<file path="src/vtf_pkg.sv">
// Shared types, constants and codes for the video tile fetch core.
package vtf_pkg;

    localparam int MEM_DEPTH       = 16384;
    localparam int MEM_AW          = $clog2(MEM_DEPTH);
    localparam int DEF_LINE_LAST   = 340;
    localparam int DEF_FRAME_LINES = 263;
    localparam int VBLANK_LINE     = 242;
    localparam int TILE_COUNT      = 960;
    localparam int CMD_Q_DEPTH     = 2;

    typedef enum logic [2:0] {
        A_ADDR   = 3'd0,
        A_DATA   = 3'd1,
        A_STATUS = 3'd2,
        A_TICK   = 3'd3,
        A_RENDER = 3'd4
    } t_action;

    typedef enum logic [1:0] {
        K_RESULT = 2'd0,
        K_WRITE  = 2'd1,
        K_RENDER = 2'd2
    } t_kind;

    typedef struct packed {
        logic [2:0] action;
        logic [7:0] data_byte;
        logic [9:0] tile_index;
    } t_in;

    typedef struct packed {
        logic [7:0] status_byte;
        logic       nmi_pulse;
        logic [7:0] pixel_x;
        logic [7:0] pixel_y;
        logic [7:0] color_index;
        logic       last_item;
    } t_out;

    typedef struct packed {
        t_kind             kind;
        logic [7:0]        status;
        logic              nmi;
        logic [MEM_AW-1:0] addr;
        logic [7:0]        data;
        logic [9:0]        tile;
        logic [1:0]        nt;
        logic              pat;
    } t_cmd;

    typedef enum logic [2:0] {
        S_IDLE,
        S_NAME,
        S_ATTR,
        S_LO,
        S_HI,
        S_PAL,
        S_EMIT
    } t_bstate;

endpackage

</file>
<file path="src/vtf_back.sv">
// Back end: memory writes, tile fetch sequencer and result register.
module vtf_back import vtf_pkg::*; (
    input  logic              i_clk,
    input  logic              i_rst_n,
    input  logic              i_q_empty,
    input  t_cmd              i_q_cmd,
    output logic              o_q_pop,
    output logic              o_we,
    output logic [MEM_AW-1:0] o_waddr,
    output logic [7:0]        o_wdata,
    output logic              o_re,
    output logic [MEM_AW-1:0] o_raddr,
    input  logic [7:0]        i_rdata,
    input  logic              i_pop,
    output logic              o_empty,
    output t_out              o_out
);
    t_bstate    r_state, n_state;
    t_cmd       r_cmd;
    logic [7:0] r_name, r_lo, r_hi;
    logic [1:0] r_ph;
    logic [2:0] r_row, r_px;
    t_out       r_out;
    logic       r_out_vld;
    logic       out_free, start, load_simple, emit;
    logic [4:0] tx, ty;
    logic [2:0] rd_row, b;
    logic       hi_sel;
    logic [1:0] sq, pl;

    assign out_free = !r_out_vld || i_pop;
    assign tx = r_cmd.tile[4:0];
    assign ty = r_cmd.tile[9:5];
    assign b  = 3'd7 - r_px;
    assign pl = {r_hi[b], r_lo[b]};
    assign sq = {ty[1], tx[1]};

    always_comb begin
        n_state = r_state;
        unique case (r_state)
            S_IDLE: if (!i_q_empty && i_q_cmd.kind == K_RENDER) n_state = S_NAME;
            S_NAME: n_state = S_ATTR;
            S_ATTR: n_state = S_LO;
            S_LO:   n_state = S_HI;
            S_HI:   n_state = S_PAL;
            S_PAL:  n_state = S_EMIT;
            S_EMIT: begin
                if (out_free) begin
                    if (r_px != 3'd7) n_state = S_PAL;
                    else if (r_row == 3'd7) n_state = S_IDLE;
                    else n_state = S_LO;
                end
            end
            default: n_state = S_IDLE;
        endcase
    end

    always_comb begin
        start       = 1'b0;
        load_simple = 1'b0;
        emit        = 1'b0;
        o_re        = 1'b0;
        o_raddr     = '0;
        hi_sel      = 1'b0;
        rd_row      = r_row;
        unique case (r_state)
            S_IDLE: begin
                if (!i_q_empty) begin
                    if (i_q_cmd.kind == K_RENDER) begin
                        start   = 1'b1;
                        o_re    = 1'b1;
                        o_raddr = {2'b10, i_q_cmd.nt, i_q_cmd.tile};
                    end else if (out_free) begin
                        load_simple = 1'b1;
                    end
                end
            end
            S_NAME: begin
                o_re    = 1'b1;
                o_raddr = {2'b10, r_cmd.nt, 4'hF, ty[4:2], tx[4:2]};
            end
            S_ATTR, S_LO: begin
                hi_sel  = (r_state == S_LO);
                o_re    = 1'b1;
                o_raddr = {1'b0, r_cmd.pat, r_name, hi_sel, rd_row};
            end
            S_PAL: begin
                o_re    = 1'b1;
                o_raddr = {6'h3F, 4'h0, r_ph, pl};
            end
            S_EMIT: begin
                emit = out_free;
                if (out_free && r_px == 3'd7 && r_row != 3'd7) begin
                    rd_row  = r_row + 3'd1;
                    o_re    = 1'b1;
                    o_raddr = {1'b0, r_cmd.pat, r_name, 1'b0, rd_row};
                end
            end
            S_HI: begin
            end
            default: begin
            end
        endcase
    end

    assign o_q_pop = start || load_simple;
    assign o_we    = load_simple && i_q_cmd.kind == K_WRITE;
    assign o_waddr = i_q_cmd.addr;
    assign o_wdata = i_q_cmd.data;
    assign o_empty = !r_out_vld;
    assign o_out   = r_out;

    always_ff @(posedge i_clk) begin
        if (start) begin
            r_cmd <= i_q_cmd;
            r_row <= '0;
            r_px  <= '0;
        end
        if (r_state == S_NAME) r_name <= i_rdata;
        if (r_state == S_ATTR) r_ph <= 2'(i_rdata >> {sq, 1'b0});
        if (r_state == S_LO)   r_lo <= i_rdata;
        if (r_state == S_HI)   r_hi <= i_rdata;
        if (emit) begin
            r_px <= r_px + 3'd1;
            if (r_px == 3'd7) r_row <= r_row + 3'd1;
        end
        if (load_simple) begin
            r_out <= '{status_byte: i_q_cmd.status, nmi_pulse: i_q_cmd.nmi,
                       pixel_x: 8'd0, pixel_y: 8'd0, color_index: 8'd0,
                       last_item: 1'b1};
        end else if (emit) begin
            r_out <= '{status_byte: r_cmd.status, nmi_pulse: 1'b0,
                       pixel_x: {tx, r_px}, pixel_y: {ty, r_row},
                       color_index: i_rdata,
                       last_item: (r_px == 3'd7 && r_row == 3'd7)};
        end
        if (!i_rst_n) begin
            r_state   <= S_IDLE;
            r_out_vld <= 1'b0;
        end else begin
            r_state <= n_state;
            if (load_simple || emit) r_out_vld <= 1'b1;
            else if (i_pop) r_out_vld <= 1'b0;
        end
    end
endmodule

</file>
<file path="config.mk">
export PLATFORM = sky130hd
export DESIGN_NAME = vtf_back
export DESIGN_NICKNAME = d
export VERILOG_FILES = /design/src/vtf_pkg.sv /design/src/vtf_back.sv
export SDC_FILE = /design/constraint.sdc
export NUM_CORES = 1
export LEC_CHECK = 0
export ABC_AREA = 1
export BUFFER_PORTS_ARGS = -buffer_cell sky130_fd_sc_hd__buf_2
export CAP_MARGIN = 20
export CORE_ASPECT_RATIO = 0.9
export CORE_MARGIN = 1
export CORE_UTILIZATION = 35
export DETAILED_ROUTE_END_ITERATION = 10
export GPL_ROUTABILITY_DRIVEN = 0
export PLACE_DENSITY = 0.66
export SYNTH_ARGS = -nofsm -noshare
export SYNTH_HDL_FRONTEND = slang
export SYNTH_SLANG_ARGS = --single-unit
export TNS_END_PERCENT = 5
</file>
<file path="constraint.sdc">
create_clock -name i_clk -period 4.1 [get_ports i_clk]
set_input_delay 0.205 -clock i_clk [delete_from_list [all_inputs] [get_ports i_clk]]
set_output_delay 0.205 -clock i_clk [all_outputs]
set_load 0.01 [all_outputs]
</file>
After elaboration in Yosys (flattened, before gate mapping)
Cells that the tools add are included.
- register bits: 91
- input bits: 58
- output and inout bits: 74
- equal/unequal tests: 14
- $lt $le $gt $ge: 1
- mux-type cells: 32
- reduce and logical (&&, ||, !) cells: 17
- $add $sub $neg: 3
- shift-type cells: 1
- operators with widths (cell ; count):
    $pmux W14 S5 ; 1
    $mux W34 ; 2
    $mux W14 ; 2
    $mux W3 ; 8
    $pmux W3 S7 ; 1
    $eq A3 B3 Y1 const B ; 5
    $mux W1 ; 13
    $mux W13 ; 1
    $shr A8 B3 Y2 ; 1
    $add A3 B1 Y3 const B ; 2
    $bmux W1 S3 ; 2
    $eq A3 B2 Y1 const B ; 2
    $ne A3 B3 Y1 const B ; 2
    $reduce_bool A2 Y1 ; 3
    $logic_and A1 B1 Y1 ; 5
    $lt A3 B4 Y1 const B ; 1
    $ne A2 B2 Y1 const B ; 2
    $reduce_or A4 Y1 ; 1
    $eq A3 B1 Y1 const B ; 1
    $logic_not A3 Y1 ; 1
    $logic_or A1 B1 Y1 ; 3
    $pmux W1 S3 ; 1
    $sub A3 B3 Y3 const A ; 1
    $eq A2 B1 Y1 const B ; 1
    other kinds (5) ; 6

Depth between registers and ports, before layout
- word-level depth: 8
- depth in mapped cells: 9

Least setup slack after synthesis
Ideal clock, no wire load.
- path type: register to output
- start: register r_px[1]
- end: output o_raddr[12]
- data arrival time: 1.401 ns
- data required time: 3.895 ns
- path slack: 2.494 ns
- stages on the path, launching flop included: 9
- cells stage by stage: edfxtp_1 ha_1 ha_1 inv_1 nor2_1 nand2_4 nand2_4 nand2_1 o21ai_0
- longest elaborated chain between the ends: 5
- RTL lines (item ; RTL line ; RTL):
    start: declaration ; vtf_back.sv:22 ; logic [2:0] r_row, r_px;
    start signal: assignment ; vtf_back.sv:124 ; r_px <= r_px + 3'd1;
    $eq A3 B3 Y1 ; vtf_back.sv:93 ; if (out_free && r_px == 3'd7 && r_row != 3'd7) begin
    $logic_and A1 B1 Y1 (2 in series) ; vtf_back.sv:93 ;
    $mux W13 ; vtf_back.sv:93 ;
    $pmux W14 S5 ; vtf_back.sv:66 ; unique case (r_state)
    end: declaration ; vtf_back.sv:12 ; output logic [MEM_AW-1:0] o_raddr,
No other way between the ends.

Worst setup path after layout
- start: register r_px[0]
- end: output o_raddr[12]
The elaborated chain is that of the path after synthesis.

==> results.sh <==
export IMPL_place_area_sq_um=4462
export IMPL_nets=555
export IMPL_firstDrtPassIters=5
export IMPL_cts_sinks=91
export IMPL_hold_slack_ps=45.11
export IMPL_fin_skew_ps=4.914
export IMPL_die_y_um=104.9
export IMPL_stdcell_area_sq_um=4793
export IMPL_fin_crit_ps=2566
export IMPL_grt_pass1_wl_um=15460
export IMPL_ir_drop_v=0.0002346
export IMPL_grt_antenna_before_repair=0
export IMPL_hold_class="in -> reg"
export IMPL_synthesis_nets=490
export IMPL_holdBufCountCts=0
export IMPL_avgSynthCellArea_sq_um=9.621
export IMPL_core_rowCount=37
export IMPL_vias=3067
export IMPL_port_buffer_count=87
export IMPL_cts_resized_gates=0
export IMPL_endpoint_kind="output port"
export IMPL_slew_limit_headroom_pct=32.29
export IMPL_avgRoutedWirePerCell_um=15.23
export IMPL_outcome="finished, final reports clean"
export IMPL_power_density_nw_per_um2=507.2
export IMPL_final_antenna_net_count=0
export IMPL_power_total_uw=2431
export IMPL_hpwl_um=7212
export IMPL_synth_cells=428
export IMPL_area_delta_synth_final_pct=16.41
export IMPL_critPathLaunchType="flip-flop"
export IMPL_cp_required_ps=3890
export IMPL_post_cts_setup_buffers=0
export IMPL_max_cap_viol_count=0
export IMPL_fin_tns_setup_ps=0
export IMPL_setup_viol=0
export IMPL_fp_dieW_um=116.3
export IMPL_netlist_top_cell_by_area="edfxtp_1"
export IMPL_top_layer_used="met4"
export IMPL_synthTopCellsByArea="edfxtp_1 43%, dfxtp_1 16%, nand2_1 12%, a21oi_2 4.9%, buf_4 4.2%"
export IMPL_drt_initial_drc_count=284
export IMPL_rsz0062_at_grt="false"
export IMPL_drive_gt1_share_pct=28.31
export IMPL_start_util_pct=36.01
export IMPL_p_leak_uw=0.002104
export IMPL_max_freq_mhz=389.8
export IMPL_finalMaxSlewViolations=0
export IMPL_routed_via_density=4.690
export IMPL_r2r_slack_ps=1900
export IMPL_grtUsageTotal_pct=17.17
export IMPL_cts_buffer_depth=2
export IMPL_synthesis_area_sq_um=4118
export IMPL_n_antenna_cell=0
export IMPL_synth_top_area_share_pct=43.03
export IMPL_insertion_delay_ps=340
export IMPL_finish_utilization_pct=41.92
export IMPL_drt_met1_wl_um=4536
export IMPL_clk_root_buffer_cell="clkbuf_16"
export IMPL_tightestPinTransition_ps=1012
export IMPL_htreeDepth=3
export IMPL_cts_made_buffers=9
export IMPL_hold_viol=0
export IMPL_grt_pass1_vias=2912
export IMPL_crit_arrival_ps=2360
export IMPL_grt_ovfl_total=0
export IMPL_wl_met2_um=4411
export IMPL_grt_start_max_net_pins=38
export IMPL_dieArea_sq_um=12200
export IMPL_yosys_warnings=0
export IMPL_crit_type="reg -> out"
export IMPL_core_area_sq_um=11430
export IMPL_critical_path_max_fanout=11
export IMPL_cts_tree="done"
export IMPL_routed_wl_um=9959
export IMPL_synth_ff_latch_count=91
export IMPL_wl_met3_um=736
export IMPL_io_pins=132
export IMPL_drc=0
export IMPL_synth_distinct_cells=25
export IMPL_fillers=1120
export IMPL_fin_crit_sh_pct=62.57
export IMPL_yosysSeqAreaShare_pct=58.58
export IMPL_clkTransAtPathRegs_ps=60
## placed cells by master (no fill, tap or decap), drive strengths merged
| cell type | netlist | final |
|---|---|---|
| bufinv | 0 | 2 |
| nor2 | 32 | 32 |
| o21a | 1 | 1 |
| inv | 43 | 46 |
| nand2 | 139 | 139 |
| clkinvlp | 0 | 1 |
| ha | 4 | 4 |
| edfxtp | 59 | 59 |
| nand4 | 3 | 3 |
| nand3 | 34 | 34 |
| buf | 35 | 88 |
| o22ai | 2 | 2 |
| o21ai | 13 | 13 |
| a21boi | 1 | 1 |
| clkinv | 0 | 1 |
| clkbuf | 0 | 10 |
| nor3 | 2 | 2 |
| a21oi | 28 | 28 |
| dfxtp | 32 | 32 |
## through the flow
stage	instances	setup slack [ps]
2_1_floorplan	428	2494
6_report	654	1534
5_1_grt	654	1394
3_5_place_dp	637	1881
3_3_place_gp	637	1942
4_1_cts	653	1552
## layer usage
metal  up-vias  track usage, %
met5         -               0
met1      1412           23.78
li1       1505               -
met4         0           8.791
met2       117           24.64
met3        33           4.234
## worst paths after layout
path,to,startpoint,cells past startpoint
worst max-delay path,o_raddr[12],r_px[0],9
worst min-delay path,r_cmd[9],i_q_cmd[9],1
worst max register to register,o_out[30],r_state[0],5
worst min register to register,o_out[3],o_out[3],2
## cells by family (layout without fill, tap and decap cells)
group / after synthesis / in the layout / share of synthesized area (%)
adder cells (fa/ha/maj): 4 / 4 / 1.215
flip-flops: 91 / 91 / 58.58
buffers and inverters: 78 / 148 / 11.12
AO/OA/AOI/OAI: 45 / 45 / 7.748
AND/OR/NAND/NOR: 210 / 210 / 21.33
## state kept, by name (all words and copies together), names as in the netlist
register and flops:
r_name 8, r_hi 8, r_ph 2, o_out 34, r_state 3, r_cmd 21, r_row 3, r_lo 8
r_px 3, r_out_vld 1
## worst max-delay path, stage by stage (launching register included)
cell      delay (ps)
edfxtp_1         580
ha_1             220
ha_1             250
inv_1            110
nor2_1           220
nand2_4          100
nand2_4          140
nand2_1           60
o21ai_0          130
buf_2            200
## power breakdown
group          leakage, uW  internal, uW  switching [uW]
combinational      0.00115           130             296
sequential        0.000802          1060            37.1
clock             0.000157           540             366
total              0.00210          1730             699
## final cells by class
cell class / count / area (sq um) / share of cell area (%)
Sequential cell: 91 / 2412 / 50.33
Multi-Input combinational cell: 259 / 1247 / 26.02
Timing Repair Buffer: 89 / 450.4 / 9.397
Clock buffer: 9 / 225.2 / 4.699
Tap cell: 156 / 195.2 / 4.072
Inverter: 43 / 163.9 / 3.419
Clock inverter: 7 / 98.84 / 2.062
## synth_stat cells (all sizes together)
| cell type | n |
|---|---|
| nand2 | 139 |
| edfxtp | 59 |
| inv | 43 |
| buf | 35 |
| nand3 | 34 |
| dfxtp | 32 |
| nor2 | 32 |
| a21oi | 28 |
| o21ai | 13 |
| ha | 4 |
| nand4 | 3 |
| nor3 | 2 |
| o22ai | 2 |
| a21boi | 1 |
| o21a | 1 |
Power figures use the tool's default switching activity.
