==> config.mk <==
export PLATFORM = sky130hd
export DESIGN_NAME = vtf_cmd_q
export DESIGN_NICKNAME = d
export VERILOG_FILES = /design/src/vtf_pkg.sv /design/src/vtf_cmd_q.sv
export SDC_FILE = /design/constraint.sdc
export NUM_CORES = 1
export LEC_CHECK = 0
export ABC_AREA = 1
export BUFFER_PORTS_ARGS = -buffer_cell sky130_fd_sc_hd__buf_2
export CORE_MARGIN = 2
export CORE_UTILIZATION = 45
export DETAILED_ROUTE_END_ITERATION = 8
export GPL_ROUTABILITY_DRIVEN = 1
export GPL_TIMING_DRIVEN = 0
export PLACE_DENSITY_LB_ADDON = 0.12
export SYNTH_ARGS = -nofsm -noshare
export SYNTH_HDL_FRONTEND = slang
export SYNTH_SLANG_ARGS = --single-unit
==> constraint.sdc <==
create_clock -name i_clk -period 3.2 [get_ports i_clk]
set_input_delay 0.16 -clock i_clk [delete_from_list [all_inputs] [get_ports i_clk]]
set_output_delay 0.16 -clock i_clk [all_outputs]
set_load 0.02 [all_outputs]
==> src/vtf_pkg.sv <==
// Shared types, constants and codes for the video tile fetch core.
package vtf_pkg;

    localparam int MEM_DEPTH       = 16384;
    localparam int MEM_AW          = $clog2(MEM_DEPTH);
    localparam int DEF_LINE_LAST   = 340;
    localparam int DEF_FRAME_LINES = 263;
    localparam int VBLANK_LINE     = 242;
    localparam int TILE_COUNT      = 960;
    localparam int CMD_Q_DEPTH     = 2;

    typedef enum logic [2:0] {
        A_ADDR   = 3'd0,
        A_DATA   = 3'd1,
        A_STATUS = 3'd2,
        A_TICK   = 3'd3,
        A_RENDER = 3'd4
    } t_action;

    typedef enum logic [1:0] {
        K_RESULT = 2'd0,
        K_WRITE  = 2'd1,
        K_RENDER = 2'd2
    } t_kind;

    typedef struct packed {
        logic [2:0] action;
        logic [7:0] data_byte;
        logic [9:0] tile_index;
    } t_in;

    typedef struct packed {
        logic [7:0] status_byte;
        logic       nmi_pulse;
        logic [7:0] pixel_x;
        logic [7:0] pixel_y;
        logic [7:0] color_index;
        logic       last_item;
    } t_out;

    typedef struct packed {
        t_kind             kind;
        logic [7:0]        status;
        logic              nmi;
        logic [MEM_AW-1:0] addr;
        logic [7:0]        data;
        logic [9:0]        tile;
        logic [1:0]        nt;
        logic              pat;
    } t_cmd;

    typedef enum logic [2:0] {
        S_IDLE,
        S_NAME,
        S_ATTR,
        S_LO,
        S_HI,
        S_PAL,
        S_EMIT
    } t_bstate;

endpackage

==> src/vtf_cmd_q.sv <==
// Small command queue between front and back end.
module vtf_cmd_q import vtf_pkg::*; #(
    parameter int DEPTH = CMD_Q_DEPTH
) (
    input  logic i_clk,
    input  logic i_rst_n,
    input  logic i_push,
    input  t_cmd i_cmd,
    input  logic i_pop,
    output logic o_full,
    output logic o_empty,
    output t_cmd o_cmd
);
    localparam int PW = (DEPTH > 1) ? $clog2(DEPTH) : 1;
    localparam int CW = $clog2(DEPTH + 1);

    t_cmd          r_q [DEPTH];
    logic [PW-1:0] r_wp, r_rp;
    logic [CW-1:0] r_cnt;

    assign o_full  = (r_cnt == CW'(DEPTH));
    assign o_empty = (r_cnt == '0);
    assign o_cmd   = r_q[r_rp];

    always_ff @(posedge i_clk) begin
        if (i_push) begin
            r_q[r_wp] <= i_cmd;
        end
        if (!i_rst_n) begin
            r_wp  <= '0;
            r_rp  <= '0;
            r_cnt <= '0;
        end else begin
            if (i_push) begin
                r_wp <= (r_wp == PW'(DEPTH - 1)) ? '0 : r_wp + PW'(1);
            end
            if (i_pop) begin
                r_rp <= (r_rp == PW'(DEPTH - 1)) ? '0 : r_rp + PW'(1);
            end
            r_cnt <= r_cnt + CW'(i_push) - CW'(i_pop);
        end
    end
endmodule

# Word level (Yosys, flattened, before mapping)
# Memories as Yosys holds them, arrays and structs flattened. A register that Yosys moved wholly into a read port is not among the register bits.
# Index checks and enable logic that the tools add are counted.
# W data, S select, Z words.
[word_totals]
register_bits = 4
ram_bits = 92
inputBits = 50
output_inout_bits = 48
mem_count = 1
[op_classes]
addsub = 4
n_eq_ne = 1
muxes = 6
reduce_logical = 1
[memory_table]
columns = ["memory", "depth", "width", "rd", "rd_ports_with_merged_regs", "wr", "line", "rtl"]
rows = [
  ["r_q", 2, 46, 1, 1, 1, "vtf_cmd_q.sv:17", "t_cmd r_q [DEPTH];"],
]
[op_table]
columns = ["cell", "n"]
rows = [
  ["$mux W1", 6],
  ["$add A1 B1 Y1 const B", 2],
  ["$add A2 B1 Y2", 1],
  ["$eq A2 B2 Y1 const B", 1],
  ["$logic_not A2 Y1", 1],
  ["$sub A2 B1 Y2", 1],
]

# Longest topological paths before layout
# Gate-level depths: netlist (run 1).
[depth]
word_depth = 4
ltp_mapped = 9

# Least setup slack after synthesis (run 1)
# No wires, ideal clock.
[synth_path]
path_kind = "register -> register"
from = "register r_wp"
to = "memory r_q[0][0] in the netlist's numbering, enable pin"
setup_ns = 0.451
arrival_ns = 2.253
path_slack_ns = 0.496
path_stages_with_launch = 2
n_path_buf = 0
path_cell_list = "dfxtp_1 > nor2_1"
[synth_lines]
columns = ["element", "line", "rtl"]
rows = [
  ["start: declaration", "vtf_cmd_q.sv:18", "logic [PW-1:0] r_wp, r_rp;"],
  ["start signal: assignment", "vtf_cmd_q.sv:35", "r_wp <= (r_wp == PW'(DEPTH - 1)) ? '0 : r_wp + PW'(1);"],
  ["end: declaration", "vtf_cmd_q.sv:17", ""],
]
# Straight into the memory's write port.

==> results by group, run 1 <==
Final layout
  – Final design utilization: 62.0%
  – Register area: 2860 µm²
  – Diodes inserted: 0
  – Fillers: 608
  – Final-stage net count: 383
  – Share of cells above drive strength 1: 49.6%
  – Multi-input logic area: 774 µm²
  – Area Overhead vs Synth: 34.7%

Floorplanning
  – Die Ht: 95.3 µm
  – Std-Cell Rows: 33
  – Core footprint: 8130 µm²
  – Die X: 95.3 µm
  – Starting density of the core: 46.1%
  – Die ar.: 9070 µm²
  – I/O pins: 98

Pwr
  – Power Density: 520 nW/µm²
  – Leakage: 2.04 nW
  – Worst vdd ir: 0.257 mV

STA
  – Hold slack: 13.7 ps
  – Max Fclk: 0.605 GHz
  – Measured slew at the worst slew-check pin: 612 ps
  – Slew Limit Fails: 0
  – Final setup fails: 0
  – Fin crit period: 1650 ps
  – Relative max-transition margin: 59.1%
  – RSZ-0062 raised after global routing: false
  – Final hold vios: 0
  – Clk_skew: 8.32 ps
  – Tcrit/Tclk final: 51.6%

Logic synthesis
  – EDFF count, synth: 92
  – Area share of the largest cell type after synthesis: 73.7%
  – Mapped cell area: 3750 µm²
  – Commonest cells in the netlist: edfxtp_1, mux2_4, nor2_1
  – Top cells by area, synth: edfxtp_1, mux2_4, dfxtp_1, buf_12, mux2_2
  – Yosys top cell by area: edfxtp_1
  – Synthesized net count: 228
  – Distinct cells, synth: 12
  – Count leader, synth: edfxtp_1
  – Syn Area/Cell: 21.3 µm²
  – #FFs+latches synth: 97
  – Post-synth top flop: edfxtp_1
  – Sequential share of the synthesized area: 76.4%
  – Async set or reset register ratio after synthesis: 0%
  – Post-Syn Instances: 176
  – Synth warn: 0

Setup path
  – Crit path DAT: 1490 ps
  – Buf/Inv on CP: 3
  – WP data required: 3040 ps
  – RR Endpoint: r_q[1][15]
  – Worst-case reg-to-reg path depth: 3
  – Crit path kind: reg2out
  – CP max stage delay: 330 ps
  – CP cell instances: buf_6, buf_12, mux2_4, buf_2
  – Type of origin of the critical path: flop
  – R2R setup slack: 1740 ps
  – Worst r2r src: r_wp
  – CP max-delay cell: dfxtp_1
  – CP top delay family: buffers and inverters
  – Setup crit end kind: primary output
  – Critical path peak fanout: 10

Flow run
  – MaxCap Viol Count: 0

Placed design
  – Dpl hpwl: 3890 µm
  – Buffers on Ports: 97
  – Placer Congestion: 0.709

Global route
  – Vias in the first global route: 2095
  – Largest net degree at the start of global routing: 29
  – First-pass GRT wire length: 9500 µm
  – Gr ovfl total: 0
  – Gr usage total: 14.2%
  – Initial antenna violation count: 0

Min path
  – WHS Endpoint: r_q[1][40]
  – Hold depth: 1
  – Hold_sp: i_cmd[40]
  – Hold Crit Class: in2reg

Clock tree
  – CTS tree: built
  – CTS clock-pin slew for the worst setup and hold paths: 80 ps
  – H-tree depth: 3
  – CTS Sinks: 97
  – CTS-repair resized insts: 0
  – CTS Buf Count: 9
  – Clock Tree Root: clkbuf_8
  – Clk_lat worst skew: 350 ps
  – Maximum root-to-sink buffer count: 2

Route
  – Vias: 1997
  – DR pass1 iterations: 4
  – Initial DRC count: 36
  – DRC: 0
  – WL final: 6100 µm
  – Remaining antenna violation count: 0
  – Routed len/inst: 13.9 µm
  – Vias/cell: 4.54

Outcome
  – Status: finished clean
-- final cells by class --
| type | instances | area share, % |
|---|---|---|
| repair buffers | 144 | 19.3 |
| multi-input cells | 67 | 15.3 |
| inverters | 7 | 0.521 |
| well taps | 105 | 2.60 |
| clock buffers | 9 | 2.45 |
| plain buffers | 5 | 1.81 |
| flip-flops and latches | 97 | 56.7 |
| clock inverters | 6 | 1.19 |
-- power by group --
group | total (mW) | switching [mW] | leakage (nW) | internal (mW)
registers | 1.48 | 0.0182 | 0.905 | 1.46
logic | 0.405 | 0.201 | 1.05 | 0.204
clock network | 0.738 | 0.385 | 0.0925 | 0.353
-- stage by stage --
stage	std cells	TNS, ps	cell area (µm²)	setup WS, ps	total power [mW]
finish	440	0	5050	1550	2.63
global route	440	0	5050	1480	2.74
CTS	439	0	5040	1520	2.65
detailed placement	380	0	4410	1700	1.88
global placement	378	-36760	4360	-801	1.87
floorplan	176	0	3750	496	1.76
-- cell families after synthesis --
family                     after synthesis  synth area share, %
AOI/OAI and AO/OA                        1                0.133
adders and majority gates                2                0.668
buffers and inverters                   12                 3.14
DFF                                     97                 76.4
muxes                                   46                 17.8
and+or+nand+nor                         18                 1.84
-- layout by cell type, fill, tap and decap left out, drive strengths merged, types with 2 or more instances in the layout --
| master | netlist | final |
|---|---|---|
| edfxtp | 92 | 92 |
| buf | 5 | 104 |
| nand2 | 8 | 8 |
| clkinv | 0 | 4 |
| nor2 | 9 | 9 |
| dfxtp | 5 | 5 |
| inv | 7 | 7 |
| mux2 | 46 | 46 |
| ha | 2 | 2 |
| clkbuf | 0 | 9 |
| dlygate4sd3 | 0 | 45 |
-- worst max-delay path by stage --
| stage | start | to | slack (ps) | depth (start not counted) |
|---|---|---|---|---|
| finish | flop | o_cmd[12] | 1550 | 4 |
| CTS | flop | o_cmd[12] | 1520 | 4 |
| detailed placement | r_wp | r_q[0][31] | 1700 | 2 |
| global route | flop | o_cmd[13] | 1480 | 4 |
| floorplan | r_wp | r_q[0][0] | 500 | 1 |
| global placement | i_push | r_q[0][20] | -800 | 3 |
-- layer usage --
metal	global-route usage, %	wire length [µm]
met3	2.69	329
met2	25.1	3200
met1	16.4	2470
met4	6.88	107
met5	0	0
-- worst reg2reg max path: cells and delay by family, from the launching register on --
family                 cells  cell delay, ps
and+or+nand+nor            1             100
buffers and inverters      2             660
DFF                        1             400
-- what timing repair did --
item	4_1_cts	5_1_grt
endpoints found under the hold margin	86	1
setup buffers	0	0
hold buffers	44	1
-- sequential cells by signal, summed over array words and instances, names as in the netlist, named ones only --
| signal | count |
|---|---|
| r_wp | 1 |
| r_rp | 1 |
| r_cnt | 2 |
| r_q | 92 |
(Power assumes the default switching activity.)
==> run 2, diff against run 1 <==
clock period = 1.4 ns   (was 3.2 ns; I/O delays follow)
==> run 2 against run 1 <==
Compared with the run above:
- the flow now finishes with violations (setup timing)
- setup slack got worse by 1700 ps
- non-clock buffer count rose by 4
- critical path depth did not move
- final cell count rose by 2.0%
- first-iteration DRC count rose by 14%
- cell area rose by 7.0%
- clock power rose by 120%
- hold slack improved by 17 ps
- critical endpoint is now o_cmd[35]
- highest routed layer unchanged
==> results by group, run 2 (synthesized netlist as in run 1, its figures left out) <==
Outcome
  – Status: finished, violations left
  – Failing checks: setup timing

Final layout
  – Largest regs: r_q (92), r_cnt (2)
  – Diodes inserted: 0 (unchanged)
  – Register area: 2870 µm² (+0.22%)
  – Post-route insts no fill: 449 (+2.0%)
  – Final-stage net count: 393 (+2.6%)
  – Final design area excluding fillers: 5400 µm² (+7.0%)
  – Share of cells above drive strength 1: 51.2% (+1.6 points)
  – Final design utilization: 66.4% (+4.3 points)
  – Fillers: 582 (-4.3%)
  – Multi-input logic area: 817 µm² (+5.5%)
  – Max reg flops: 92 (unchanged)
  – Biggest register: r_q
  – Area Overhead vs Synth: 44.0%
  – Commonest non-fill, non-tap cell in the layout: edfxtp_1
  – Most frequent cells in the layout: edfxtp_1, buf_2, dlygate4sd3_1, mux2_4, buf_6

Placed design
  – Place WS: -507 ps (-2210 ps)
  – Placer Congestion: 0.698 (-1.6%)
  – Placed insts: 378 (-0.53%)
  – Dpl hpwl: 3680 µm (-5.5%)
  – Buffers on Ports: 97 (unchanged)
  – DP Area: 4380 µm² (-0.74%)

STA
  – Total negative slack: -4300 ps (-4300 ps)
  – Final hold vios: 0 (unchanged)
  – Hold slack: 30.5 ps (+16.9 ps)
  – Setup ws final: -113 ps (-1660 ps)
  – Clk_skew: 5.27 ps (-3.05 ps)
  – Measured slew at the worst slew-check pin: 649 ps (+36.6 ps)
  – Relative max-transition margin: 56.7% (-2.4 points)
  – Max Fclk: 0.661 GHz
  – Final setup fails: 46 (+46)
  – Fin crit period: 1510 ps
  – Slew Limit Fails: 0 (unchanged)
  – RSZ-0062 raised after global routing: true
  – Tcrit/Tclk final: 108%

Pwr
  – Power Density: 1140 nW/µm² (+120%)
  – Total power: 6.17 mW (+130%)
  – Worst vdd ir: 0.627 mV (+140%)
  – Leakage: 2.16 nW (+5.5%)

Global route
  – First-pass GRT wire length: 10200 µm (+7.1%)
  – Gr ovfl total: 0 (unchanged)
  – Vias in the first global route: 2161 (+3.2%)
  – Largest net degree at the start of global routing: 24 (-17%)
  – Gr usage total: 15.3% (+1.2 points)
  – Initial antenna violation count: 0 (unchanged)

Clock tree
  – CTS Buf Count: 9 (unchanged)
  – CTS tree: built
  – Clock Tree Root: clkbuf_8
  – CTS clock-pin slew for the worst setup and hold paths: 80 ps (about the same)
  – Clk_lat worst skew: 350 ps (about the same)
  – H-tree depth: 3 (unchanged)
  – CTS Sinks: 97 (unchanged)
  – Maximum root-to-sink buffer count: 2 (unchanged)

Setup path
  – Crit path DAT: 1440 ps (-50 ps)
  – Type of origin of the critical path: flop
  – Crit path kind: reg2out
  – WP data required: 1330 ps (-1710 ps)
  – Worst r2r src: r_wp
  – R2R setup slack: 100 ps (-1640 ps)
  – Setup crit end kind: primary output
  – Critical path peak fanout: 5 (-5)

Route
  – Met2 WL: 3610 µm (+13%)
  – WL final: 6870 µm (+13%)
  – M1 wire length: 2870 µm (+16%)
  – Initial DRC count: 41 (+14%)
  – DR WL met3: 306 µm (-7.0%)
  – Vias: 2067 (+3.5%)
  – Remaining antenna violation count: 0 (unchanged)
  – Routed len/inst: 15.3 µm (+10%)
  – DR top layer: met4
  – Vias/cell: 4.60 (+1.4%)
  – DRC: 0 (unchanged)
  – DR pass1 iterations: 4 (unchanged)

Floorplanning
  – Starting density of the core: 46.1% (unchanged)
  – Std-Cell Rows: 33 (unchanged)
  – Die Ht: 95.3 µm (unchanged)
  – I/O pins: 98 (unchanged)
  – Die X: 95.3 µm (unchanged)
  – Die ar.: 9070 µm² (unchanged)
  – Core footprint: 8130 µm² (unchanged)

Min path
  – Hold_sp: i_push
  – Hold Crit Class: in2reg

Flow run
  – MaxCap Viol Count: 0 (unchanged)
-- run 2: changes by cell type in the layout (fill, tap and decap cells not counted), sizes merged --
cell	change
clkinvlp	+4
inv	-1
buf	+1
dlygate4sd3	+3
clkbuf	+1
nor2	+3
clkinv	-2
-- run 2: worst paths after layout --
path	end	cells after the start
max	o_cmd[35]	4
min	r_wp	3
max reg2reg	r_q[0][16]	1
min reg2reg	flop	2
-- run 2: metal layers --
layer	up-vias	GRT usage [%]
met4	0	6.88
met3	9	3.00
met1	1004	18.2
met5	-	0
met2	56	26.9
li1	998	-
-- run 2: power breakdown --
| group | switching [mW] | internal, mW | total, mW | leakage, nW |
|---|---|---|---|---|
| logic | 0.506 | 0.610 | 1.12 | 1.16 |
| clock network | 0.855 | 0.798 | 1.65 | 0.0856 |
| registers | 0.0511 | 3.35 | 3.40 | 0.906 |
| total | 1.41 | 4.76 | 6.17 | 2.16 |
-- run 2: layout make-up --
type	instances	share of cell area [%]
flip-flops and latches	97	53.2
repair buffers	148	23.2
multi-input cells	70	15.1
well taps	105	2.43
clock buffers	10	2.36
plain buffers	5	1.85
clock inverters	4	0.858
inverters	7	0.556
repair inverters	3	0.417
-- run 2: repair_timing --
item                       CTS  global route
gates cloned                 5             2
pin swaps                    1             2
gates resized for setup     42            52
setup endpoints to repair  138            93
hold buffers                48             0
hold endpoints to repair    97             0
setup buffers                2             0
-- run 2: critical path: stages (launching register included) --
cell and delay [ps]:
dfxtp_4 360, buf_4 130, buf_16 110, mux2_2 340, buf_4 160
