<file path="src/vtf_pkg.sv">
// Shared types, constants and codes for the video tile fetch core.
package vtf_pkg;

    localparam int MEM_DEPTH       = 16384;
    localparam int MEM_AW          = $clog2(MEM_DEPTH);
    localparam int DEF_LINE_LAST   = 340;
    localparam int DEF_FRAME_LINES = 263;
    localparam int VBLANK_LINE     = 242;
    localparam int TILE_COUNT      = 960;
    localparam int CMD_Q_DEPTH     = 2;

    typedef enum logic [2:0] {
        A_ADDR   = 3'd0,
        A_DATA   = 3'd1,
        A_STATUS = 3'd2,
        A_TICK   = 3'd3,
        A_RENDER = 3'd4
    } t_action;

    typedef enum logic [1:0] {
        K_RESULT = 2'd0,
        K_WRITE  = 2'd1,
        K_RENDER = 2'd2
    } t_kind;

    typedef struct packed {
        logic [2:0] action;
        logic [7:0] data_byte;
        logic [9:0] tile_index;
    } t_in;

    typedef struct packed {
        logic [7:0] status_byte;
        logic       nmi_pulse;
        logic [7:0] pixel_x;
        logic [7:0] pixel_y;
        logic [7:0] color_index;
        logic       last_item;
    } t_out;

    typedef struct packed {
        t_kind             kind;
        logic [7:0]        status;
        logic              nmi;
        logic [MEM_AW-1:0] addr;
        logic [7:0]        data;
        logic [9:0]        tile;
        logic [1:0]        nt;
        logic              pat;
    } t_cmd;

    typedef enum logic [2:0] {
        S_IDLE,
        S_NAME,
        S_ATTR,
        S_LO,
        S_HI,
        S_PAL,
        S_EMIT
    } t_bstate;

endpackage

</file>
<file path="src/vtf_front.sv">
// Front end: port registers, frame timing, status and command build.
module vtf_front import vtf_pkg::*; #(
    parameter int LINE_LAST_DOT = DEF_LINE_LAST,
    parameter int FRAME_LINES   = DEF_FRAME_LINES
) (
    input  logic       i_clk,
    input  logic       i_rst_n,
    input  logic       i_cfg_we,
    input  logic [7:0] i_cfg_wdata,
    input  logic       i_accept,
    input  t_in        i_in,
    output logic       o_cmd_push,
    output t_cmd       o_cmd
);
    logic [7:0]  r_ctl;
    logic [15:0] r_ptr, n_ptr;
    logic        r_hbp, n_hbp;
    logic        r_clr, n_clr;
    logic [7:0]  r_status, n_status;
    logic [8:0]  r_dot, n_dot;
    logic [8:0]  r_line, n_line;
    logic        nmi;
    logic [13:0] a14;
    logic [MEM_AW-1:0] waddr;

    // 0x3000..0x3EFF folds onto the nametables, 0x3F20 and up onto the palette
    always_comb begin
        a14 = r_ptr[13:0];
        if (a14 >= 14'h3000 && a14 <= 14'h3EFF) begin
            waddr = a14 - 14'h1000;
        end else if (a14 >= 14'h3F20) begin
            waddr = {9'h1F8, a14[4:0]};
        end else begin
            waddr = a14;
        end
    end

    always_comb begin
        n_ptr    = r_ptr;
        n_hbp    = r_hbp;
        n_clr    = r_clr;
        n_status = r_status;
        n_dot    = r_dot;
        n_line   = r_line;
        nmi      = 1'b0;
        case (t_action'(i_in.action))
            A_ADDR: begin
                if (!r_hbp) begin
                    n_ptr = {i_in.data_byte, 8'h00};
                    n_hbp = 1'b1;
                end else begin
                    n_ptr = r_ptr + {8'h00, i_in.data_byte};
                    n_hbp = 1'b0;
                end
            end
            A_DATA: begin
                n_ptr = r_ptr + (r_ctl[2] ? 16'd32 : 16'd1);
            end
            A_STATUS: begin
                n_clr = 1'b1;
            end
            A_TICK: begin
                if (r_clr) begin
                    n_status = n_status & 8'h7F;
                    n_clr    = 1'b0;
                end
                if (r_line == 9'd0 && r_dot == 9'd1) begin
                    n_status = n_status & 8'h1F;
                end else if (r_line == 9'(VBLANK_LINE) && r_dot == 9'd1) begin
                    n_status = n_status | 8'h80;
                    nmi      = r_ctl[7];
                end
                if (r_dot < 9'(LINE_LAST_DOT)) begin
                    n_dot = r_dot + 9'd1;
                end else begin
                    n_dot  = 9'd0;
                    n_line = (r_line == 9'(FRAME_LINES - 1)) ? 9'd0 : r_line + 9'd1;
                end
            end
            default: begin
            end
        endcase
    end

    always_comb begin
        o_cmd.status = n_status;
        o_cmd.nmi    = nmi;
        o_cmd.addr   = waddr;
        o_cmd.data   = i_in.data_byte;
        o_cmd.tile   = i_in.tile_index;
        o_cmd.nt     = r_ctl[1:0];
        o_cmd.pat    = r_ctl[3];
        case (t_action'(i_in.action))
            A_DATA:   o_cmd.kind = K_WRITE;
            A_RENDER: o_cmd.kind = K_RENDER;
            default:  o_cmd.kind = K_RESULT;
        endcase
    end

    // an out-of-range render is taken but yields nothing
    assign o_cmd_push = i_accept &&
        !(i_in.action == A_RENDER && i_in.tile_index >= 10'(TILE_COUNT));

    always_ff @(posedge i_clk) begin
        if (!i_rst_n) begin
            r_ctl    <= '0;
            r_ptr    <= '0;
            r_hbp    <= 1'b0;
            r_clr    <= 1'b0;
            r_status <= '0;
            r_dot    <= '0;
            r_line   <= '0;
        end else begin
            if (i_cfg_we) begin
                r_ctl <= i_cfg_wdata;
            end
            if (i_accept) begin
                r_ptr    <= n_ptr;
                r_hbp    <= n_hbp;
                r_clr    <= n_clr;
                r_status <= n_status;
                r_dot    <= n_dot;
                r_line   <= n_line;
            end
        end
    end
endmodule

</file>
<file path="config.mk">
export PLATFORM = sky130hd
export DESIGN_NAME = vtf_front
export DESIGN_NICKNAME = d
export VERILOG_FILES = /design/src/vtf_pkg.sv /design/src/vtf_front.sv
export SDC_FILE = /design/constraint.sdc
export NUM_CORES = 1
export LEC_CHECK = 0
export ABC_CLOCK_PERIOD_IN_PS = 3000
export BUFFER_PORTS_ARGS = -buffer_cell sky130_fd_sc_hd__buf_2
export CAP_MARGIN = 20
export CORE_ASPECT_RATIO = 0.7
export CORE_UTILIZATION = 45
export CTS_BUF_LIST = sky130_fd_sc_hd__clkbuf_16
export CTS_CLUSTER_DIAMETER = 40
export DETAILED_ROUTE_END_ITERATION = 10
export PLACE_DENSITY = 0.69
export SLEW_MARGIN = 20
export SYNTH_ARGS = -nofsm -noshare
export SYNTH_HDL_FRONTEND = slang
export SYNTH_SLANG_ARGS = --single-unit
</file>
<file path="constraint.sdc">
create_clock -name i_clk -period 3 [get_ports i_clk]
set_input_delay 0.15 -clock i_clk [delete_from_list [all_inputs] [get_ports i_clk]]
set_output_delay 0.15 -clock i_clk [all_outputs]
set_load 0.05 [all_outputs]
</file>
; Word-level counts from Yosys, hierarchy flattened
; Index checks and enable logic that the tools add are counted.
[totals]
reg_bits = 52
inputBits = 33
output_inout_bits = 47
elab_cells = 57
[op_classes]
addsub = 5
n_lt_le_gt_ge = 5
eq_ne = 7
mux = 17
bitwise_logic = 1
reduce_logical = 15
[op_table]
columns = op, count
row1 = 8-bit two-way mux, 4
row2 = 16-bit one-hot mux with 2 select lines, 1
row3 = 14-bit greater-or-equal comparator (second input constant), 2
row4 = 14-bit two-way mux, 2
row5 = 9-bit by 1-bit adder with 9-bit output (second input constant), 2
row6 = 9-bit two-way mux, 2
row7 = 16-bit by 6-bit adder with 16-bit output, 1
row8 = 16-bit by 8-bit adder with 16-bit output, 1
row9 = 16-bit two-way mux, 1
row10 = 14-bit <= comparator (second input constant), 1
row11 = 14-bit by 13-bit subtractor with 14-bit output (second input constant), 1
row12 = 10-bit greater-or-equal comparator (second input constant), 1
row13 = 9-bit by 1-bit equality test with 1-bit output (second input constant), 1
row14 = 9-bit by 8-bit equality test with 1-bit output (second input constant), 1
row15 = 9-bit equality test (second input constant), 1
row16 = 9-bit logical NOT, 1
row17 = 9-bit less-than comparator (second input constant), 1
row18 = 2-bit AND reduction, 4
row19 = 3-bit by 2-bit equality test with 1-bit output (second input constant), 2
row20 = 6-bit two-way mux, 1
row21 = 1-bit logical AND, 5
row22 = 1-bit two-way mux, 4
row23 = 2-bit one-hot mux with 2 select lines, 1
row24 = 2-bit nonzero test, 2
row25 = 7 further kinds, 7

; Logic depth before layout (Yosys ltp)
; Gate-level depths: netlist of run 1.
[logic_depth]
word_depth = 5
depth_mapped = 8
mapped_depth_nobuf = 8

; Least setup slack after synthesis of run 1
; No wires, ideal clock.
[synth_timing]
kind = input -> output
startpoint = in i_in[18] in the netlist's numbering
endpoint = out o_cmd_push
arrival_ps = 2164
t_required_ps = 2850
path_slack_ps = 686
cell_stages = 3
path_buffers = 1
cell_sequence = clkbuf_1 nor3_1 a21oi_1
[synth_via]
elab_chain_len = 4
[synth_lines]
columns = element, line_no
row1 = "start, declared", vtf_front.sv:11  ; input t_in i_in,
row2 = 3-bit equality test, vtf_front.sv:102  ; !(i_in.action == A_RENDER && i_in.tile_index >= 10'(TILE_COUNT));
row3 = 1-bit logical AND, vtf_front.sv:102
row4 = 1-bit logical NOT, vtf_front.sv:102
row5 = 1-bit logical AND, vtf_front.sv:101  ; assign o_cmd_push = i_accept &&
row6 = "end, declared", vtf_front.sv:12  ; output logic o_cmd_push,
; No other way between the ends.

==> out/results.ini, run 1 <==
[outcome]
outcome=completed

[routing]
wire_per_inst_microns=16.04
drt-pass1-iter-count=5
drt_iter0_markers=228
antenna_left=0
vias_per_cell=5.883
vias=3024
routed_wl_mm=8.245
drc_errors=0

[sta]
rsz0062_at_grt=false
setup_viol=0
fmax_ghz=0.3700
finalCritPeriodShare_pct=90.09
worstMarginPinSlew_ns=0.8087
fin_tns_setup_ns=0
fin_crit_ns=2.703
drv_slew=0
clock_skew_ns=0.004913
slew_headroom_pct=45.89
finalHoldViolCount=0

[floorplan]
die_area_sq_um=7359
core_sq_um=6756
io_pins=80
rows=25
start_util_pct=46.72
die_x_microns=102.1
die_h_microns=72.08

[logic_synthesis]
syn_inst=401
synthAdderAreaFrac_pct=7.769
synthMuxAreaShare_pct=1.942
synth_simple_gate_area_share_pct=23.82
synth_top_family_by_area=simple AND/OR/NAND/NOR gates
ys_seq_area_share_pct=26.63
async_reset_ff_share_pct=0
synth_compound_area_share_pct=22.12
yosysTopAreaCell=dfxtp_1
yosys_warnings=0
synthXorXnorAreaFrac_pct=5.826
synth_area_sq_um=3157
syn_area_per_cell_sq_um=7.872
synth_top_area_share_pct=26.63
synth_seq_cells=42
synth_cell_types=59
synth-edff-count=0
synth-main-ff-cell=dfxtp_1
synth.area.top_cells=dfxtp_1, buf_4, ha_1

[critical_path]
crit_buf_inv=1
crit_path_max_incr_delay_ns=0.53
worstSetupStartpointType=flop
worst_setup_path_end_kind=output pin
crit_fanout=11
worstPathRequired_ns=2.85
path_cells=nand4_1 > or4_1 > o41ai_1 > o31ai_1 > o211ai_1 > buf_2
worstPathArrival_ns=2.55
worstRegToRegCells=7
r2r-end=r_ptr[8]
slowest_stage=or4_1
timing.rr.start=r_ptr[0]
rrSetupSlack_ns=0.66
path_class=flop to output pin
cp_top_family=simple AND/OR/NAND/NOR gates

[global_route]
grt_overflow=0
grt_max_degree=20
gr-usage-all-layers_pct=22.97
antenna_found_initial=0
grt_pass1_vias=2611
grt_pass1_wl_mm=13.21

[final_layout]
n_antenna_cell=0
nFillCells=687
final_core_util_pct=50.56
drive_above_1_share_pct=18.33
final_nets=472
area_growth_syn_to_layout_pct=8.205

[clock_tree]
cts_tree=built
h-tree-depth=2
clk_pin_slew_ns=0.06
clockBufferDepth=2
cts-root-buf=clkbuf_16
cts_resized=0
worstSkewPairLatency_ns=0.28
numCtsBuffers=5
post_cts_buffers=0
postCtsHoldBufs=0
cts_sinks=42

[placement]
io_buffers=59
hpwl_mm=6.202
gp_congestion=0.8984

[power]
power_density_nw_per_um2=390.6
ir_drop_uv=264.9
leakage_nw=1.483

[flow_run]
drv_cap=0

[worst_hold_path]
hold_path_class=input port to flop
min_path_cells=3
hold_path_startpoint=i_cfg_wdata[3]
min_to=r_ctl[3]

-- state kept, by name, indices dropped and copies added (netlist names) --
register,cells
r_ctl,5
r_status,3
r_hbp,1
r_line,9
r_ptr,14
r_clr,1
r_dot,9
-- synth_stat cells, types with 6 or more instances --
master    instances
dfxtp_1          42
nor2_1           41
buf_4            32
nand2_1          31
clkbuf_1         19
ha_1             18
a21oi_1          17
nor3_1           14
o21ai_0          13
xor2_1           13
nand4_1          12
inv_1            11
a31oi_1           8
and2_1            8
nand3_1           8
xnor2_1           8
and3_1            6
o211ai_1          6
-- through the flow --
| step | power (mW) | instances | hold WS [ns] | setup slack, ns | area (sq um) |
|---|---|---|---|---|---|
| finish | 1.334 | 514 | 0.1127 | 0.2973 | 3416 |
| global route | 1.384 | 514 | 0.1381 | 0.1335 | 3416 |
| CTS | 1.339 | 514 | 0.1107 | 0.3367 | 3416 |
| detailed placement | 0.8313 | 507 | 0.3003 | 0.6315 | 3281 |
| global placement | 0.8275 | 507 | 0.3003 | 0.7019 | 3281 |
| floorplan | 0.8073 | 405 | 0.2972 | 0.6855 | 3172 |
-- worst max-delay path by stage --
stage,start,endpoint,depth (start not counted)
6_report,r_ptr[10],o_cmd[34],6
5_1_grt,r_ptr[10],o_cmd[34],6
4_1_cts,r_ptr[10],o_cmd[34],6
3_5_place_dp,r_ptr[10],o_cmd[34],6
3_3_place_gp,r_ptr[10],o_cmd[34],6
2_1_floorplan,i_in[18],o_cmd_push,3
-- tightest hold or removal path: cells and delay by family --
family / cells / cell delay [ns]
muxes: 1 / 0.06
and+or+nand+nor: 1 / 0.07
buffers and inverters: 1 / 0.08
-- layer usage --
metal	GRT usage, %	wire length [microns]
met5	0	0
met3	6.262	861
met4	3.810	34
met1	35.93	4173
met2	31.10	3175
-- final cells by class --
cell class / instances / area, sq um / share of cell area (%)
multi-input cells: 297 / 1959 / 57.36
flip-flops and latches: 42 / 840.8 / 24.62
repair buffers: 62 / 317.8 / 9.304
clock buffers: 5 / 125.1 / 3.663
well taps: 94 / 117.6 / 3.443
inverters: 12 / 45.04 / 1.319
clock inverters: 2 / 10.01 / 0.2930
-- kinds of logic after synthesis --
logic type | Yosys count
adders and majority gates | 19
and+or+nand+nor | 147
buffers and inverters | 66
DFF | 42
other | 1
muxes | 6
AOI/OAI and AO/OA | 99
xor gates and xnor gates | 21
-- where the power goes --
group | total (mW) | internal (mW) | switching (mW) | leakage [nW]
clock network | 0.512 | 0.301 | 0.212 | 0.0694
logic | 0.237 | 0.0660 | 0.171 | 1.07
registers | 0.585 | 0.569 | 0.0158 | 0.340
total | 1.33 | 0.936 | 0.399 | 1.48
-- placed cells by master, fill, tap and decap left out, types with 3 or more instances in the layout --
cell type   n
or4_1       5
buf_2      59
a21oi_1    17
a31oi_1     8
nand4_1    12
xnor2_1     8
ha_1       18
nor2b_1     3
a21o_1      5
o211ai_1    6
dfxtp_1    42
o211a_1     3
nor4_1      4
nand3_1     8
a22oi_1     4
nand2_1    31
clkbuf_16   5
conb_1      5
o22ai_1     4
a211oi_1    3
o21ai_0    13
buf_4       3
inv_1      11
xor2_1     13
mux2i_1     5
and2_1      8
and3_1      6
a221oi_1    5
nor2_1     41
o2111ai_1   5
a41o_1      3
o31ai_1     3
nor3_1     14
Power figures use the tool's default switching activity.
==> inputs of run 2 (changes only) <==
--- a/config.mk
+++ b/config.mk
@@ -6,14 +6,13 @@
 export NUM_CORES = 1
 export LEC_CHECK = 0
 export ABC_CLOCK_PERIOD_IN_PS = 3000
-export BUFFER_PORTS_ARGS = -buffer_cell sky130_fd_sc_hd__buf_2
+export BUFFER_PORTS_ARGS = -buffer_cell sky130_fd_sc_hd__buf_4
 export CAP_MARGIN = 20
 export CORE_ASPECT_RATIO = 0.7
 export CORE_UTILIZATION = 45
-export CTS_BUF_LIST = sky130_fd_sc_hd__clkbuf_16
 export CTS_CLUSTER_DIAMETER = 40
 export DETAILED_ROUTE_END_ITERATION = 10
-export PLACE_DENSITY = 0.69
+export PLACE_DENSITY = 0.75
 export SLEW_MARGIN = 20
 export SYNTH_ARGS = -nofsm -noshare
 export SYNTH_HDL_FRONTEND = slang
==> run 2 against run 1 <==
Effect of this change: core utilization rose by 1.8 points; largest power group unchanged; non-clock buffer count did not move; first-iteration DRC count rose by 9.2%; wire length fell by 0.13%; worst hold slack got worse by 0.015 ns.
==> out/results.ini, run 2 (same netlist as run 1, synthesis figures left out) <==
[routing]
routed_wl_mm=8.234  ; -0.13%
vias=3033  ; +0.30%
vias_per_cell=5.889  ; +0.10%
drc_errors=0  ; unchanged
antenna_left=0  ; unchanged
wire_per_inst_microns=15.99  ; -0.33%
drt_iter0_markers=249  ; +9.2%
drt-pass1-iter-count=5  ; unchanged

[clock_tree]
clk_pin_slew_ns=0.08  ; +0.02 ns
post_cts_buffers=0  ; unchanged
postCtsHoldBufs=0  ; unchanged
cts_tree=built
worstSkewPairLatency_ns=0.29  ; about the same
numCtsBuffers=5  ; unchanged
cts-root-buf=clkbuf_8
cts_resized=0  ; unchanged
clockBufferDepth=2  ; unchanged
cts_sinks=42  ; unchanged
h-tree-depth=2  ; unchanged

[global_route]
grt_max_degree=20  ; unchanged
grt_overflow=0  ; unchanged
antenna_found_initial=0  ; unchanged
gr-usage-all-layers_pct=23.11  ; +0.14 points
grt_pass1_wl_mm=13.46  ; +1.9%
grt_pass1_vias=2770  ; +6.1%

[sta]
slew_headroom_pct=57.94  ; +12 points
fin_crit_ns=2.630  ; -0.07252 ns
finalHoldViolCount=0  ; unchanged
fmax_ghz=0.3802  ; +2.8%
rsz0062_at_grt=false
fin_tns_setup_ns=0  ; unchanged
holdWs_ns=0.09735  ; -0.01539 ns
setup_viol=0  ; unchanged
clock_skew_ns=0.005311  ; +0.0003980 ns
worstMarginPinSlew_ns=0.6302  ; -0.1785 ns
drv_slew=0  ; unchanged
finalCritPeriodShare_pct=87.67  ; -2.4 points

[final_layout]
n_antenna_cell=0  ; unchanged
drive_above_1_share_pct=18.29  ; -0.044 points
nFillCells=643  ; -6.4%
largest_register_ffs=14  ; unchanged
reg.largest.list=r_ptr: 14 flops, r_dot: 9 flops, r_line: 9 flops
final_common_cell=buf_4
postLayoutCellArea_sq_um=3538  ; +3.6%
final_nets=472  ; unchanged
final_cell_mix=buf_4, dfxtp_1, nor2_1
area_growth_syn_to_layout_pct=12.09
regArea_sq_um=840.8  ; unchanged
largest_register=r_ptr
multi_input_area_sq_um=1959  ; unchanged

[critical_path]
worst_setup_path_end_kind=output pin
worstPathArrival_ns=2.48  ; -0.07 ns
path_class=flop to output pin
worstSetupStartpointType=flop
crit_fanout=11  ; unchanged
worstPathRequired_ns=2.85  ; about the same

[flow_run]
drv_cap=0  ; unchanged

[floorplan]
die_h_microns=72.08  ; unchanged
io_pins=80  ; unchanged
core_sq_um=6756  ; unchanged
die_x_microns=102.1  ; unchanged
die_area_sq_um=7359  ; unchanged
rows=25  ; unchanged
start_util_pct=46.72  ; unchanged

[power]
power_density_nw_per_um2=364.3  ; -6.7%
leakage_nw=1.496  ; +0.87%
ir_drop_uv=212.5  ; -20%

[placement]
gp_congestion=0.8954  ; -0.33%
placedInstanceArea_sq_um=3428  ; +4.5%
hpwl_mm=6.181  ; -0.34%
io_buffers=59  ; unchanged

[outcome]
outcome=completed

[worst_hold_path]
hold_path_class=input port to flop

==> run 2: cell types whose count changed in the layout (fill, tap and decap cells not counted) <==
cell / change
buf_2: -59
buf_4: +59
clkbuf_16: -5
clkbuf_8: +5
clkinv_2: -2
bufinv_16: +1
clkbuf_1: +1
clkinvlp_4: +1
==> run 2: worst paths after layout <==
kind / cells past startpoint / start / slack (ns) / end
setup / recovery: 6 / r_ptr[10] / 0.37 / o_cmd[26]
hold / removal: 3 / i_cfg_wdata[0] / 0.1 / r_ctl[0]
setup reg to reg: 7 / r_ptr[0] / 0.70 / r_ptr[10]
hold reg to reg: 1 / r_status[6] / 0.47 / r_status[6]
==> run 2: area by class of cell <==
type                       count  share of cell area (%)
sequential                    42                   23.76
clock buffer                   6                   2.051
clock inverter                 2                   1.061
multi-input combinational    297                   55.37
tap                           94                   3.324
inverter                      12                   1.273
timing repair buffer          62                   13.15
==> run 2: per-stage QoR <==
step / std cells / utilization (%) / power, mW / worst slack, ns
final: 515 / 52.37 / 1.289 / 0.3698
after global routing: 515 / 52.37 / 1.344 / 0.2497
after CTS: 515 / 52.37 / 1.296 / 0.3714
after detailed placement: 507 / 50.74 / 0.8505 / 0.7027
after global placement: 507 / 50.74 / 0.8454 / 0.7100
after floorplan: 405 / - / 0.8073 / 0.6855
==> run 2: critical path: stages (launching register included) <==
cell	delay (ns)
dfxtp_1	0.51
nand4_1	0.28
or4_1	0.52
o41ai_1	0.34
o31ai_1	0.17
and2_1	0.18
buf_4	0.18
==> run 2: report_power, final <==
group / switching [mW] / internal, mW / total, mW / leakage, nW
Combinational: 0.171 / 0.0848 / 0.256 / 1.10
Clock: 0.200 / 0.248 / 0.449 / 0.0514
Sequential: 0.0157 / 0.568 / 0.584 / 0.340
Total: 0.387 / 0.901 / 1.29 / 1.50
==> run 2: per-layer routing <==
metal	track usage (%)	routed length, microns
met5	0	0
met2	34.38	3438
met4	4.127	40
met3	5.202	808
met1	34.22	3946
==> inputs of run 3 (changes only) <==
--- a/config.mk
+++ b/config.mk
@@ -9,10 +9,10 @@
 export BUFFER_PORTS_ARGS = -buffer_cell sky130_fd_sc_hd__buf_4
 export CAP_MARGIN = 20
 export CORE_ASPECT_RATIO = 0.7
-export CORE_UTILIZATION = 45
+export CORE_UTILIZATION = 58
 export CTS_CLUSTER_DIAMETER = 40
 export DETAILED_ROUTE_END_ITERATION = 10
-export PLACE_DENSITY = 0.75
+export PLACE_DENSITY = 0.92
 export SLEW_MARGIN = 20
 export SYNTH_ARGS = -nofsm -noshare
 export SYNTH_HDL_FRONTEND = slang
==> run 3 against run 2 <==
Effect of this change: non-clock buffer count did not move; cell count fell by 4.5%; global-route usage rose by 7.0 points; register-to-register slack got worse by 0.02 ns; via count rose by 4.5%; count of clock-buffer cells in the layout fell by 1; critical path type unchanged; critical endpoint unchanged; largest power group unchanged.
==> out/results.ini, run 3 (same netlist as run 1, synthesis figures left out) <==
[global_route]
grtUsageMet3_pct=6.039  ; +0.84 points
grtUsageMet1_pct=42.06  ; +7.8 points
gr-usage-all-layers_pct=30.10  ; +7.0 points
antenna_found_initial=0  ; unchanged
grt_overflow=0  ; unchanged
top_usage_layer=met2
grt_pass1_wl_mm=13.92  ; +3.4%
grt_max_degree=20  ; unchanged
grt_util_met2_pct=47.52  ; +13 points
grt_pass1_vias=2859  ; +3.2%

[floorplan]
core_sq_um=5230  ; -23%
die_x_microns=90.18  ; -12%
die_h_microns=63.73  ; -12%
start_util_pct=60.36  ; +14 points
io_pins=80  ; unchanged
rows=22  ; -12%
die_area_sq_um=5746  ; -22%

[final_layout]
final_cell_mix=buf_4, dfxtp_1, nor2_1
n_antenna_cell=0  ; unchanged
final_nets=472  ; unchanged
largest_register=r_ptr
reg.largest.list=r_ptr: 14 flops, r_dot: 9 flops, r_line: 9 flops
postLayoutCellArea_sq_um=3480  ; -1.7%
stdcell_count=492  ; -4.5%
drive_above_1_share_pct=18.33  ; +0.044 points
final_common_cell=buf_4
nFillCells=445  ; -31%
area_growth_syn_to_layout_pct=10.23
largest_register_ffs=14  ; unchanged

[sta]
fin_tns_setup_ns=0  ; unchanged
worst_slack_ns=0.3348  ; -0.03499 ns
drv_slew=0  ; unchanged
slew_headroom_pct=48.35  ; -9.6 points
fin_crit_ns=2.665  ; +0.03499 ns
worstMarginPinSlew_ns=0.7688  ; +0.1386 ns
rsz0062_at_grt=false
setup_viol=0  ; unchanged
holdWs_ns=0.09752  ; +0.0001657 ns
fmax_ghz=0.3752  ; -1.3%
finalHoldViolCount=0  ; unchanged
finalCritPeriodShare_pct=88.84  ; +1.2 points
clock_skew_ns=0.007467  ; +0.002156 ns

[clock_tree]
h-tree-depth=2  ; unchanged
postCtsHoldBufs=0  ; unchanged
worstSkewPairLatency_ns=0.29  ; about the same
post_cts_buffers=0  ; unchanged
cts_resized=0  ; unchanged
clk_pin_slew_ns=0.08  ; about the same
clockBufferDepth=2  ; unchanged
cts-root-buf=clkbuf_8
cts_tree=built
cts_sinks=42  ; unchanged
numCtsBuffers=5  ; unchanged

[placement]
io_buffers=59  ; unchanged
hpwl_mm=6.373  ; +3.1%
placedInstanceArea_sq_um=3401  ; -0.80%
pre_cts_ws_ns=0.7016  ; -0.001017 ns
gp_congestion=0.9669  ; +8.0%
placed_cells=485  ; -4.3%

[routing]
antenna_left=0  ; unchanged
routed_wl_mm=8.476  ; +2.9%
vias=3168  ; +4.5%
drc_errors=0  ; unchanged
drt_iter0_markers=317  ; +27%
wire_per_inst_microns=17.23  ; +7.8%
vias_per_cell=6.439  ; +9.3%
drt-pass1-iter-count=5  ; unchanged

[flow_run]
drv_cap=0  ; unchanged

[critical_path]
worstSetupStartpointType=flop
worstPathArrival_ns=2.52  ; +0.04 ns
slowest_stage=or4_1
path_class=flop to output pin
worst_setup_path_end_kind=output pin
worstPathRequired_ns=2.85  ; about the same
crit_fanout=11  ; unchanged
crit_path_max_incr_delay_ns=0.53  ; about the same
path_cells=nand4_1 > or4_1 > o41ai_1 > o31ai_1 > and2_1 > buf_4

[power]
power_density_nw_per_um2=343.4  ; -5.7%
leakage_nw=1.489  ; -0.51%
ir_drop_uv=316.5  ; +49%

[outcome]
outcome=completed

[worst_hold_path]
hold_path_class=input port to flop

-- run 3: metal layers --
metal  up-vias  wire length, microns  share of wire [%]
li1       1474                     -                  -
met1      1516                  3880                 46
met2       168                  3783                 45
met3        10                   749                8.8
met4         0                    62               0.73
met5         -                     0                  0
-- run 3: through the flow --
step                utilization [%]  total power, mW
finish                        66.53            1.195
global route                  66.53            1.241
CTS                           66.53            1.194
detailed placement            65.02           0.8495
global placement              65.02           0.8428
floorplan                         -           0.8073
-- run 3: cell type report --
cell class	count	area, sq um	area share (%)
multi-input cells	297	1959	56.31
flip-flops and latches	42	840.8	24.16
repair buffers	62	465.4	13.38
well taps	72	90.09	2.589
clock buffers	5	68.82	1.978
inverters	12	45.04	1.294
clock inverters	2	10.01	0.2877
-- run 3: worst max-delay path: cells and delay by family, from the launching register on --
| family | cells | cell delay (ns) |
|---|---|---|
| and+or+nand+nor | 3 | 1.00 |
| buffers and inverters | 1 | 0.18 |
| AOI/OAI and AO/OA | 2 | 0.53 |
| DFF | 1 | 0.51 |
-- run 3: path summary, 6_finish.rpt --
kind / start / to / slack (ns) / cells after the start
max: r_ptr[10] / o_cmd[26] / 0.33 / 6
min: i_cfg_wdata[1] / r_ctl[1] / 0.1 / 3
max reg2reg: r_ptr[0] / r_ptr[10] / 0.68 / 7
min reg2reg: r_status[5] / r_status[5] / 0.47 / 1
-- run 3: power by group --
part | internal (mW) | switching (mW)
registers | 0.568 | 0.0152
logic | 0.0852 | 0.171
clock network | 0.157 | 0.198
total | 0.810 | 0.385
